$ cat config.mk
export PLATFORM = sky130hd
export DESIGN_NAME = nru_fifo
export DESIGN_NICKNAME = d
export VERILOG_FILES = /design/src/nru_pkg.sv /design/src/nru_fifo.sv
export SDC_FILE = /design/constraint.sdc
export NUM_CORES = 1
export LEC_CHECK = 0
export ABC_AREA = 1
export BUFFER_PORTS_ARGS = -buffer_cell sky130_fd_sc_hd__buf_2
export CORE_UTILIZATION = 35
export DETAILED_ROUTE_END_ITERATION = 12
export SLEW_MARGIN = 20
export SYNTH_ARGS = -nofsm -noshare
export SYNTH_HDL_FRONTEND = slang
export SYNTH_SLANG_ARGS = --single-unit
$ cat constraint.sdc
create_clock -name clk -period 1.65 [get_ports clk]
set_clock_uncertainty 0.15 [all_clocks]
set_input_delay 0.165 -clock clk [delete_from_list [all_inputs] [get_ports clk]]
set_output_delay 0.165 -clock clk [all_outputs]
set_load 0.1 [all_outputs]
$ cat src/nru_pkg.sv
// ----------------------------------------------------------------------------
// nru_pkg: shared types and constants of the NRU set-associative cache
// Holds the request and result transaction layouts, configuration register
// indexes, the back-end state encoding and the set-index limit function.
// ----------------------------------------------------------------------------
package nru_pkg;

    // Field widths fixed by the interface
    localparam int ADDR_W         = 32;
    localparam int TAG_W          = 32;
    localparam int SET_W          = 6;
    localparam int WAY_OUT_W      = 2;
    localparam int CFG_DATA_W     = 4;
    localparam int CFG_INDEX_W    = 2;

    // Address bits that take part in the split
    localparam int ADDR_BITS      = 32;
    localparam logic [ADDR_W-1:0] ADDR_MASK =
        ADDR_W'((64'd1 << ADDR_BITS) - 64'd1);

    // Range limits of the configuration registers
    localparam logic [3:0] MAX_OFFSET_BITS = 4'd12;
    localparam int         MAX_INDEX_BITS  = 6;

    // Configuration register reset values
    localparam logic [3:0] OFFSET_BITS_RESET = 4'd6;
    localparam logic [2:0] INDEX_BITS_RESET  = 3'd6;
    localparam logic [2:0] WAYS_IN_USE_RESET = 3'd4;

    // Default geometry
    localparam int DEF_MAX_SETS   = 64;
    localparam int DEF_WAYS       = 4;

    // Depth of the queues between front, back and the result port
    localparam int QUEUE_DEPTH    = 2;

    // Configuration register indexes
    typedef enum logic [CFG_INDEX_W-1:0] {
        CFG_OFFSET_BITS = 2'd0,
        CFG_INDEX_BITS  = 2'd1,
        CFG_WAYS_IN_USE = 2'd2
    } cfg_index_t;

    // Back-end sequencer states
    typedef enum logic [1:0] {
        B_CLEAR,
        B_IDLE,
        B_UPDATE
    } back_state_t;

    // Classified access, front to back
    typedef struct packed {
        logic [SET_W-1:0] set_idx;
        logic [TAG_W-1:0] tag;
    } req_t;

    // Lookup result, back to result queue
    typedef struct packed {
        logic                 hit;
        logic [SET_W-1:0]     set_number;
        logic [WAY_OUT_W-1:0] way_number;
        logic                 evicted;
        logic [TAG_W-1:0]     evicted_tag;
    } res_t;

    // Largest index width whose set count still fits in max_sets
    function automatic int idx_limit(input int max_sets);
        int lg;
        lg = $clog2(max_sets + 1) - 1;
        return (lg > MAX_INDEX_BITS) ? MAX_INDEX_BITS : lg;
    endfunction

endpackage

$ cat src/nru_fifo.sv
// ----------------------------------------------------------------------------
// nru_fifo: small register-based queue
// Decouples two stages; push when not full, pop when not empty.
// ----------------------------------------------------------------------------
module nru_fifo
    import nru_pkg::*;
#(
    parameter int WIDTH = 8,
    parameter int DEPTH = QUEUE_DEPTH
)
(
    input  logic             clk,
    input  logic             rst_n,
    input  logic             push,
    input  logic [WIDTH-1:0] wr_data,
    output logic             full,
    input  logic             pop,
    output logic [WIDTH-1:0] rd_data,
    output logic             empty
);

    localparam int PTR_W = (DEPTH > 1) ? $clog2(DEPTH) : 1;
    localparam int CNT_W = $clog2(DEPTH + 1);

    logic [WIDTH-1:0] data_reg [DEPTH];
    logic [PTR_W-1:0] wr_ptr_reg;
    logic [PTR_W-1:0] wr_ptr_next;
    logic [PTR_W-1:0] rd_ptr_reg;
    logic [PTR_W-1:0] rd_ptr_next;
    logic [CNT_W-1:0] count_reg;
    logic [CNT_W-1:0] count_next;
    logic             do_push;
    logic             do_pop;

    assign full    = (count_reg == CNT_W'(DEPTH));
    assign empty   = (count_reg == '0);
    assign do_push = push && !full;
    assign do_pop  = pop && !empty;
    assign rd_data = data_reg[rd_ptr_reg];

    // Advance pointers with wrap at the queue depth
    always_comb
    begin
        wr_ptr_next = wr_ptr_reg;
        rd_ptr_next = rd_ptr_reg;
        count_next  = count_reg;
        if (do_push)
        begin
            wr_ptr_next = (wr_ptr_reg == PTR_W'(DEPTH - 1)) ? '0 : wr_ptr_reg + 1'b1;
        end
        if (do_pop)
        begin
            rd_ptr_next = (rd_ptr_reg == PTR_W'(DEPTH - 1)) ? '0 : rd_ptr_reg + 1'b1;
        end
        if (do_push && !do_pop)
        begin
            count_next = count_reg + 1'b1;
        end
        else if (do_pop && !do_push)
        begin
            count_next = count_reg - 1'b1;
        end
    end

    // Hold control state
    always_ff @(posedge clk or negedge rst_n)
    begin
        if (!rst_n)
        begin
            wr_ptr_reg <= '0;
            rd_ptr_reg <= '0;
            count_reg  <= '0;
        end
        else
        begin
            wr_ptr_reg <= wr_ptr_next;
            rd_ptr_reg <= rd_ptr_next;
            count_reg  <= count_next;
        end
    end

    // Store payload
    always_ff @(posedge clk)
    begin
        if (do_push)
        begin
            data_reg[wr_ptr_reg] <= wr_data;
        end
    end

endmodule

==> results.json <==
{
  "num_vias": 626,
  "drv_slew": 0,
  "hold_path_class": "input pin to asynchronous set/reset pin",
  "hpwl_um": 1010,
  "rr_endpoint": "count_reg[1]",
  "ys_seq_area_share_pct": 71.7,
  "path_class": "register to primary output",
  "critPathMaxStageDelay_ns": 0.48,
  "period_share_pct": 95.7,
  "clk_path_buf_depth": 2,
  "fmaxAchievable_mhz": 633,
  "dieArea_mm2": 0.00251,
  "crit_path_top_delay_cell": "dfrtp_2",
  "yosysUniqueCellTypes": 14,
  "synthesis.nets": 86,
  "setup_viol": 0,
  "cts_sinks": 20,
  "cpMostUsedCell": "nand2_1",
  "gp_congestion": 0.772,
  "seqCellArea_um2": 583,
  "syn_area_um2": 810,
  "syn_inst": 73,
  "largest_reg_flops": 16,
  "numPortBuffers": 21,
  "hold_viol": 0,
  "max-slew-margin-rel_pct": 81.6,
  "avgRoutedWirePerCell_um": 10.8,
  "grt_pass1_wl_um": 2700,
  "first_pass_iters": 4,
  "wirelength_um": 1510,
  "fp-row-count": 17,
  "postPlaceCellArea_mm2": 0.00108,
  "fin_crit_ns": 1.58,
  "antenna_cells": 0,
  "die_w_um": 50.1,
  "insertion_delay_ns": 0.30,
  "overflow": 0,
  "cp-start-kind": "register",
  "synth_area_per_cell_um2": 11.1,
  "cts_made_buffers": 3,
  "h-tree-depth": 1,
  "start_util_pct": 37.0,
  "root_buffer": "clkbuf_4",
  "crit_path_cell_trace": "buf_4, nand2_1, nand2_1, buf_12",
  "worst_pin_slew_ns": 0.278,
  "nFillCells": 174,
  "ys_ff_latch": 20,
  "outcome": "finished, final reports clean",
  "cts_tree": "yes",
  "yosys_warnings": 0,
  "area_growth_pct": 57.2,
  "path_clk_slew_ns": 0.11,
  "crit_required_ns": 1.33,
  "critPathTopFamily": "flip-flops",
  "grt_pass1_vias": 592,
  "tns_ns": 0,
  "final_util_pct": 58.1,
  "drt-initial-drc-count": 9,
  "cp_num_buf_inv": 2,
  "drive_gt1_share_pct": 33.9,
  "r2r_setup_slack_ns": 0.13,
  "drc": 0,
  "worstPathArrival_ns": 1.26,
  "vias_per_cell": 4.47,
  "r2r_start": "count_reg[0]",
  "grt_max_degree": 13,
  "ant_nets": 0,
  "core_region_area_mm2": 0.00219,
  "multiInputGateArea_um2": 201,
  "rsz0062_at_grt": "no",
  "antenna_found_initial": 0,
  "fin_nets": 126,
  "startpoint": "rd_ptr_reg",
  "die_y_um": 50.1,
  "fin_area_mm2": 0.00127,
  "max-cap-violations": 0,
  "critPathCaptureType": "primary output",
  "io_pins": 22,
  "grt_usage_pct": 15.1,
  "worstPathMaxFanout": 6,
  "worst-r2r-cell-count": 6
}
==> cells in the mapped netlist (all sizes together) <==
cell	number	share of area, %
ha	1	1.5
xnor2	1	1.1
nand2	33	15
nor2	4	2.5
nand3b	1	0.93
inv	8	3.7
edfxtp	16	59
nand3	1	0.62
dfrtp	4	12
nand4	1	0.77
buf	1	0.62
o21ai	2	1.2
==> metrics by stage <==
| step | instances | hold WS [ns] | worst slack (ns) |
|---|---|---|---|
| floorplan | 73 | -0.281 | -0.183 |
| global placement | 122 | -0.170 | 0.196 |
| detailed placement | 122 | -0.168 | 0.135 |
| CTS | 136 | 0.0302 | 0.0160 |
| global route | 140 | 0.0257 | 0.00208 |
| finish | 140 | 0.0376 | 0.0712 |
==> what timing repair did <==
item,CTS,global route
hold buffers,10,0
endpoints found under the setup margin,10,8
setup buffers,0,4
resized for setup,4,2
hold endpoints to repair,21,0
==> cell families (layout without fill, tap and decap cells) <==
group | Yosys count | count (layout) | synth area share [%]
compound gates | 2 | 2 | 1.24
flops | 20 | 20 | 71.7
buf+inv | 9 | 48 | 4.33
simple gates | 40 | 40 | 20.1
xor+xnor | 1 | 1 | 1.08
fa+ha+maj | 1 | 1 | 1.55
==> metal layers <==
layer	GRT usage, %	vias up	routed length (µm)
met5	0	-	0
met4	8.57	0	21
met3	4.32	2	75
met2	22.0	18	758
met1	19.9	288	653
li1	-	318	-
==> cell type report <==
cell class | instances | share of cell area, %
multi-input combinational | 44 | 15.8
sequential | 20 | 45.8
clock inverter | 1 | 2.36
clock buffer | 3 | 1.77
inverter | 8 | 2.56
timing repair buffer | 36 | 28.9
tap | 28 | 2.75
==> layout by cell type (no fill, tap or decap), types with 2 or more instances in the layout <==
cell / instances
nor2_2: 2
dfrtp_1: 2
buf_12: 8
inv_1: 5
buf_4: 7
nand2_1: 33
dfrtp_2: 2
buf_2: 11
dlygate4sd3_1: 10
inv_2: 2
edfxtp_1: 16
clkbuf_4: 3
o21ai_0: 2
==> worst max-delay path by stage <==
stage | to | slack, ns | cells after the start
6_report | rd_data[7] | 0.07 | 4
4_1_cts | rd_data[5] | 0.02 | 4
3_3_place_gp | count_reg[1] | 0.20 | 6
5_1_grt | rd_data[2] | 0.002 | 4
2_1_floorplan | count_reg[1] | -0.18 | 8
3_5_place_dp | count_reg[1] | 0.13 | 6
Power is not shown: default switching activity piles up to over one toggle a cycle in this logic, so the estimate is an artifact.
