File: config.mk
export PLATFORM = sky130hd
export DESIGN_NAME = nru_front
export DESIGN_NICKNAME = d
export VERILOG_FILES = /design/src/nru_pkg.sv /design/src/nru_fifo.sv /design/src/nru_front.sv
export SDC_FILE = /design/constraint.sdc
export NUM_CORES = 1
export LEC_CHECK = 0
export ABC_AREA = 1
export BUFFER_PORTS_ARGS = -buffer_cell sky130_fd_sc_hd__buf_2
export CAP_MARGIN = 20
export CORE_ASPECT_RATIO = 1.2
export CORE_UTILIZATION = 58
export DETAILED_ROUTE_END_ITERATION = 8
export PLACE_DENSITY_LB_ADDON = 0.08
export REMOVE_ABC_BUFFERS = 1
export SETUP_SLACK_MARGIN = 0.05
export SYNTH_ARGS = -nofsm -noshare
export SYNTH_HDL_FRONTEND = slang
export SYNTH_HIERARCHICAL = 1
export SYNTH_SLANG_ARGS = --single-unit
File: constraint.sdc
create_clock -name clk -period 4.2 [get_ports clk]
set_input_delay 0.42 -clock clk [delete_from_list [all_inputs] [get_ports clk]]
set_output_delay 0.42 -clock clk [all_outputs]
set_load 0.02 [all_outputs]
File: src/nru_pkg.sv
// ----------------------------------------------------------------------------
// nru_pkg: shared types and constants of the NRU set-associative cache
// Holds the request and result transaction layouts, configuration register
// indexes, the back-end state encoding and the set-index limit function.
// ----------------------------------------------------------------------------
package nru_pkg;

    // Field widths fixed by the interface
    localparam int ADDR_W         = 32;
    localparam int TAG_W          = 32;
    localparam int SET_W          = 6;
    localparam int WAY_OUT_W      = 2;
    localparam int CFG_DATA_W     = 4;
    localparam int CFG_INDEX_W    = 2;

    // Address bits that take part in the split
    localparam int ADDR_BITS      = 32;
    localparam logic [ADDR_W-1:0] ADDR_MASK =
        ADDR_W'((64'd1 << ADDR_BITS) - 64'd1);

    // Range limits of the configuration registers
    localparam logic [3:0] MAX_OFFSET_BITS = 4'd12;
    localparam int         MAX_INDEX_BITS  = 6;

    // Configuration register reset values
    localparam logic [3:0] OFFSET_BITS_RESET = 4'd6;
    localparam logic [2:0] INDEX_BITS_RESET  = 3'd6;
    localparam logic [2:0] WAYS_IN_USE_RESET = 3'd4;

    // Default geometry
    localparam int DEF_MAX_SETS   = 64;
    localparam int DEF_WAYS       = 4;

    // Depth of the queues between front, back and the result port
    localparam int QUEUE_DEPTH    = 2;

    // Configuration register indexes
    typedef enum logic [CFG_INDEX_W-1:0] {
        CFG_OFFSET_BITS = 2'd0,
        CFG_INDEX_BITS  = 2'd1,
        CFG_WAYS_IN_USE = 2'd2
    } cfg_index_t;

    // Back-end sequencer states
    typedef enum logic [1:0] {
        B_CLEAR,
        B_IDLE,
        B_UPDATE
    } back_state_t;

    // Classified access, front to back
    typedef struct packed {
        logic [SET_W-1:0] set_idx;
        logic [TAG_W-1:0] tag;
    } req_t;

    // Lookup result, back to result queue
    typedef struct packed {
        logic                 hit;
        logic [SET_W-1:0]     set_number;
        logic [WAY_OUT_W-1:0] way_number;
        logic                 evicted;
        logic [TAG_W-1:0]     evicted_tag;
    } res_t;

    // Largest index width whose set count still fits in max_sets
    function automatic int idx_limit(input int max_sets);
        int lg;
        lg = $clog2(max_sets + 1) - 1;
        return (lg > MAX_INDEX_BITS) ? MAX_INDEX_BITS : lg;
    endfunction

endpackage

File: src/nru_fifo.sv
// ----------------------------------------------------------------------------
// nru_fifo: small register-based queue
// Decouples two stages; push when not full, pop when not empty.
// ----------------------------------------------------------------------------
module nru_fifo
    import nru_pkg::*;
#(
    parameter int WIDTH = 8,
    parameter int DEPTH = QUEUE_DEPTH
)
(
    input  logic             clk,
    input  logic             rst_n,
    input  logic             push,
    input  logic [WIDTH-1:0] wr_data,
    output logic             full,
    input  logic             pop,
    output logic [WIDTH-1:0] rd_data,
    output logic             empty
);

    localparam int PTR_W = (DEPTH > 1) ? $clog2(DEPTH) : 1;
    localparam int CNT_W = $clog2(DEPTH + 1);

    logic [WIDTH-1:0] data_reg [DEPTH];
    logic [PTR_W-1:0] wr_ptr_reg;
    logic [PTR_W-1:0] wr_ptr_next;
    logic [PTR_W-1:0] rd_ptr_reg;
    logic [PTR_W-1:0] rd_ptr_next;
    logic [CNT_W-1:0] count_reg;
    logic [CNT_W-1:0] count_next;
    logic             do_push;
    logic             do_pop;

    assign full    = (count_reg == CNT_W'(DEPTH));
    assign empty   = (count_reg == '0);
    assign do_push = push && !full;
    assign do_pop  = pop && !empty;
    assign rd_data = data_reg[rd_ptr_reg];

    // Advance pointers with wrap at the queue depth
    always_comb
    begin
        wr_ptr_next = wr_ptr_reg;
        rd_ptr_next = rd_ptr_reg;
        count_next  = count_reg;
        if (do_push)
        begin
            wr_ptr_next = (wr_ptr_reg == PTR_W'(DEPTH - 1)) ? '0 : wr_ptr_reg + 1'b1;
        end
        if (do_pop)
        begin
            rd_ptr_next = (rd_ptr_reg == PTR_W'(DEPTH - 1)) ? '0 : rd_ptr_reg + 1'b1;
        end
        if (do_push && !do_pop)
        begin
            count_next = count_reg + 1'b1;
        end
        else if (do_pop && !do_push)
        begin
            count_next = count_reg - 1'b1;
        end
    end

    // Hold control state
    always_ff @(posedge clk or negedge rst_n)
    begin
        if (!rst_n)
        begin
            wr_ptr_reg <= '0;
            rd_ptr_reg <= '0;
            count_reg  <= '0;
        end
        else
        begin
            wr_ptr_reg <= wr_ptr_next;
            rd_ptr_reg <= rd_ptr_next;
            count_reg  <= count_next;
        end
    end

    // Store payload
    always_ff @(posedge clk)
    begin
        if (do_push)
        begin
            data_reg[wr_ptr_reg] <= wr_data;
        end
    end

endmodule

File: src/nru_front.sv
// ----------------------------------------------------------------------------
// nru_front: access intake and address split
// Takes access transactions, splits the address into set and tag under the
// current offset and index widths, and queues them for the back end.
// ----------------------------------------------------------------------------
module nru_front
    import nru_pkg::*;
#(
    parameter int MAX_SETS = DEF_MAX_SETS
)
(
    input  logic              clk,
    input  logic              rst_n,
    input  logic              push,
    output logic              full,
    input  logic [ADDR_W-1:0] access_address,
    input  logic [3:0]        offset_bits,
    input  logic [2:0]        index_bits,
    input  logic              hold,
    input  logic              req_pop,
    output req_t              req_data,
    output logic              req_empty
);

    localparam int IDX_MAX = idx_limit(MAX_SETS);

    logic [ADDR_W-1:0] addr;
    logic [3:0]        off;
    logic [2:0]        idx;
    logic [ADDR_W-1:0] shifted;
    logic [SET_W-1:0]  set_mask;
    req_t              req;
    logic              q_full;
    logic              accept;

    // Clamp the widths and split the address
    always_comb
    begin
        addr     = access_address & ADDR_MASK;
        off      = (offset_bits > MAX_OFFSET_BITS) ? MAX_OFFSET_BITS : offset_bits;
        idx      = (index_bits > 3'(IDX_MAX)) ? 3'(IDX_MAX) : index_bits;
        shifted  = addr >> off;
        set_mask = SET_W'((7'd1 << idx) - 7'd1);
        req.set_idx = SET_W'(shifted) & set_mask;
        req.tag     = TAG_W'(addr >> (5'(off) + 5'(idx)));
    end

    // Refuse transactions while the queue is full or the store is being cleared
    assign full   = q_full || hold;
    assign accept = push && !full;

    nru_fifo #(
        .WIDTH ($bits(req_t)),
        .DEPTH (QUEUE_DEPTH)
    ) u_req_fifo (
        .clk     (clk),
        .rst_n   (rst_n),
        .push    (accept),
        .wr_data (req),
        .full    (q_full),
        .pop     (req_pop),
        .rd_data (req_data),
        .empty   (req_empty)
    );

endmodule

==> metrics.md <==
| Metric | Value |
|---|---|
| Mapped Area | `5484 um^2` |
| Metal-1 WL | `~6300 um` |
| Worst Setup Start Kind | `input pin` |
| Metal3 WL | `975 um` |
| First-pass iteration count of the detailed router | `5` |
| Via count | `5,581` |
| Starting Density | `60.07%` |
| Root Buffer | `clkbuf_8` |
| Synth unique cells | `29` |
| CTS tree | `built` |
| Final Setup Violations | `0` |
| Critical Path RT | `~4.3 ns` |
| Synth warnings | `6` |
| FILL cells | `roughly 820` |
| Avg WL per Cell | `between 15 and 20 um` |
| Hold WC Path Type | `input pin to register` |
| RSZ-0062 raised after global routing | `no` |
| Synth Register Bits | `80` |
| Met2 wire len | `7746 um` |
| GPL Wtd Cong | `a little over 0.9` |
| Core area | `approximately 9000 um^2` |
| Cells resized by post-CTS repair | `0` |
| 1st-iter DRT viols | `between 600 and 700` |
| Commonest cells in the netlist | `265 x nand2_1, 245 x nand3_1, 76 x edfxtp_1` |
| Gr usage total | `around a third` |
| Drt drc | `0` |
| Top cells by area in the synthesized netlist | `edfxtp_1 42%, nand3_1 22%, nand2_1 18%` |
| Die span in y | `~110 um` |
| Max layer used | `met4` |
| Slew at the pin closest to its max-slew limit | `0.8130 ns` |
| Worst skew pair latency | `between 0.3 and 0.4 ns` |
| Antenna violations before repair | `0` |
| Max Slew Vio Count | `0` |
| Cell taking the most area after synthesis | `edfxtp_1` |
| Post CTS Setup Buffer Count | `0` |
| CP Max Fanout | `22` |
| Hold Fails Final Rpt | `0` |
| Die Wd | `90.77 um` |
| Post-DR vias/cell | `roughly 6.0` |
| Die footprint | `between 9000 and 10,000 um^2` |
| Vias in the first global route | `5,237` |
| Static Leak | `2.862 nW` |
| Power per Cell Area | `526.4 nW/um^2` |
| Max reg flops | `76` |
| Global route overflow | `0` |
| Placed Cells incl. Taps | `919` |
| Clock buffer count from CTS | `9` |
| Global-route wire length before repair | `24,490 um` |
| Worst VDD drop | `approximately 0.00031 V` |
| DP HPWL | `10,550 um` |
| # nets final | `~860` |
| CP Class | `input pin to register` |
| Layout area overhead | `11.66%` |
| Crit path time final | `3.031 ns` |
| Status | `finished, final reports clean` |
| Sequential area share after synthesis | `between 40% and 50%` |
| Top cell type's share of synthesized area | `between 40% and 50%` |
| Finished Layout Cells | `937` |
| Number of max-cap violations | `0` |
| Most frequent cell after synthesis | `nand2_1` |
| Worst rel slew slack | `45.67%` |
| Clock-pin transition on the worst setup and hold timing paths | `approximately 0.09 ns` |
| Critical Path AT | `between 3 and 4 ns` |
| # IOs | `84` |
| Power Total | `0.003223 W` |
| Crit. End Element | `register` |
| Clock Skew | `0.01347 ns` |
| H-tree depth | `3` |
| Longest Clk Path Bufs | `2` |
| Syn Area/Cell | `approximately 7.3 um^2` |
| Row count | `38` |
| Ant diodes | `0` |
| Ys async rst share | `under 10%` |
| Fmax | `~330 MHz` |
| Main synth FF type | `edfxtp_1` |
| CTS Sinks | `80` |
| Post-synth EDFFs | `76` |
| Setup TNS | `0 ns` |
| Largest net degree at the start of global routing | `40` |
| Hold Buf Count CTS | `1` |
| Layout cells sized above 1 | `15.06%` |
| Synth Instances | `~760` |
| Antenna viol nets, final | `0` |
| Final WL | `approximately 15,000 um` |
| IO buf count | `83` |
| Period utilisation layout | `between 70% and 80%` |
## worst max-delay path, cell delays in order
cell and delay [ns]:
buf_2 0.22, nand2_4 0.22, nand2_4 0.26, inv_4 0.14, ha_1 0.21, a21oi_1 0.27, nand3_1 0.12, nand2_1 0.62
buf_4 0.30, nand3_1 0.10, nand3_1 0.11, o21ai_1 0.10
## stage by stage
step	utilization [%]	instance area, um^2	hold WS (ns)	setup slack [ns]
floorplan	-	5221	0.1244	0.8492
global placement	64.13	5854	0.2300	0.9346
detailed placement	64.13	5854	0.2303	0.8725
CTS	66.78	6096	0.3055	1.225
global route	67.08	6123	0.3643	0.9653
finish	67.08	6123	0.3395	1.169
## worst paths after layout
check | end | cells after the start | slack [ns] | start
worst max-delay path | u_req_fifo/data_reg[0][12] | 12 | 1.17 | offset_bits[2]
worst min-delay path | u_req_fifo/rd_ptr_reg | 3 | 0.34 | req_pop
worst max register to register | u_req_fifo/data_reg[1][1] | 7 | 1.92 | u_req_fifo/count_reg[1]
worst min register to register | u_req_fifo/wr_ptr_reg | 2 | 0.53 | u_req_fifo/wr_ptr_reg
max in group asynchronous | u_req_fifo/rd_ptr_reg | 2 | 3.68 | rst_n
min in group asynchronous | u_req_fifo/wr_ptr_reg | 2 | 0.39 | rst_n
## logic make-up after synthesis
logic type	after synthesis	synth area share, %
flip-flops	80	43.44
XOR/XNOR	1	0.1597
AND/OR/NAND/NOR	553	44.26
buffers and inverters	84	7.301
adder cells (fa/ha/maj)	5	1.278
AO/OA/AOI/OAI	33	3.559
## layer usage
| layer | vias to the layer above | global-route usage, % |
|---|---|---|
| met4 | 0 | 14.52 |
| li1 | 2699 | - |
| met3 | 37 | 4.290 |
| met5 | - | 0 |
| met2 | 261 | 54.60 |
| met1 | 2584 | 39.96 |
## power breakdown
| group | total, W | internal [W] | switching [W] |
|---|---|---|---|
| registers | 0.00109 | 0.00105 | 0.0000467 |
| logic | 0.00147 | 0.000432 | 0.00104 |
| clock network | 0.000658 | 0.000369 | 0.000289 |
| total | 0.00322 | 0.00185 | 0.00137 |
## cell usage in the layout (no fill, tap or decap), types with 2 or more instances in the layout
cell type	count
a21oi_1	6
buf_2	83
buf_4	8
bufinv_16	2
clkbuf_8	11
dfrtp_1	4
edfxtp_1	76
ha_1	4
inv_1	28
inv_2	6
nand2_1	265
nand2_4	3
nand3_1	245
nand4_1	4
nor2_1	30
o211ai_1	9
o21ai_0	5
o21ai_1	11
## final cells by class
| type | instances | area [um^2] | share of cell area [%] |
|---|---|---|---|
| flip-flops and latches | 80 | 2382 | 38.90 |
| clock inverters | 4 | 76.32 | 1.246 |
| well taps | 120 | 150.1 | 2.452 |
| multi-input cells | 592 | 2709 | 44.24 |
| inverters | 36 | 137.6 | 2.248 |
| clock buffers | 12 | 155.1 | 2.534 |
| repair buffers | 93 | 513.0 | 8.378 |
(Power assumes the default switching activity.)
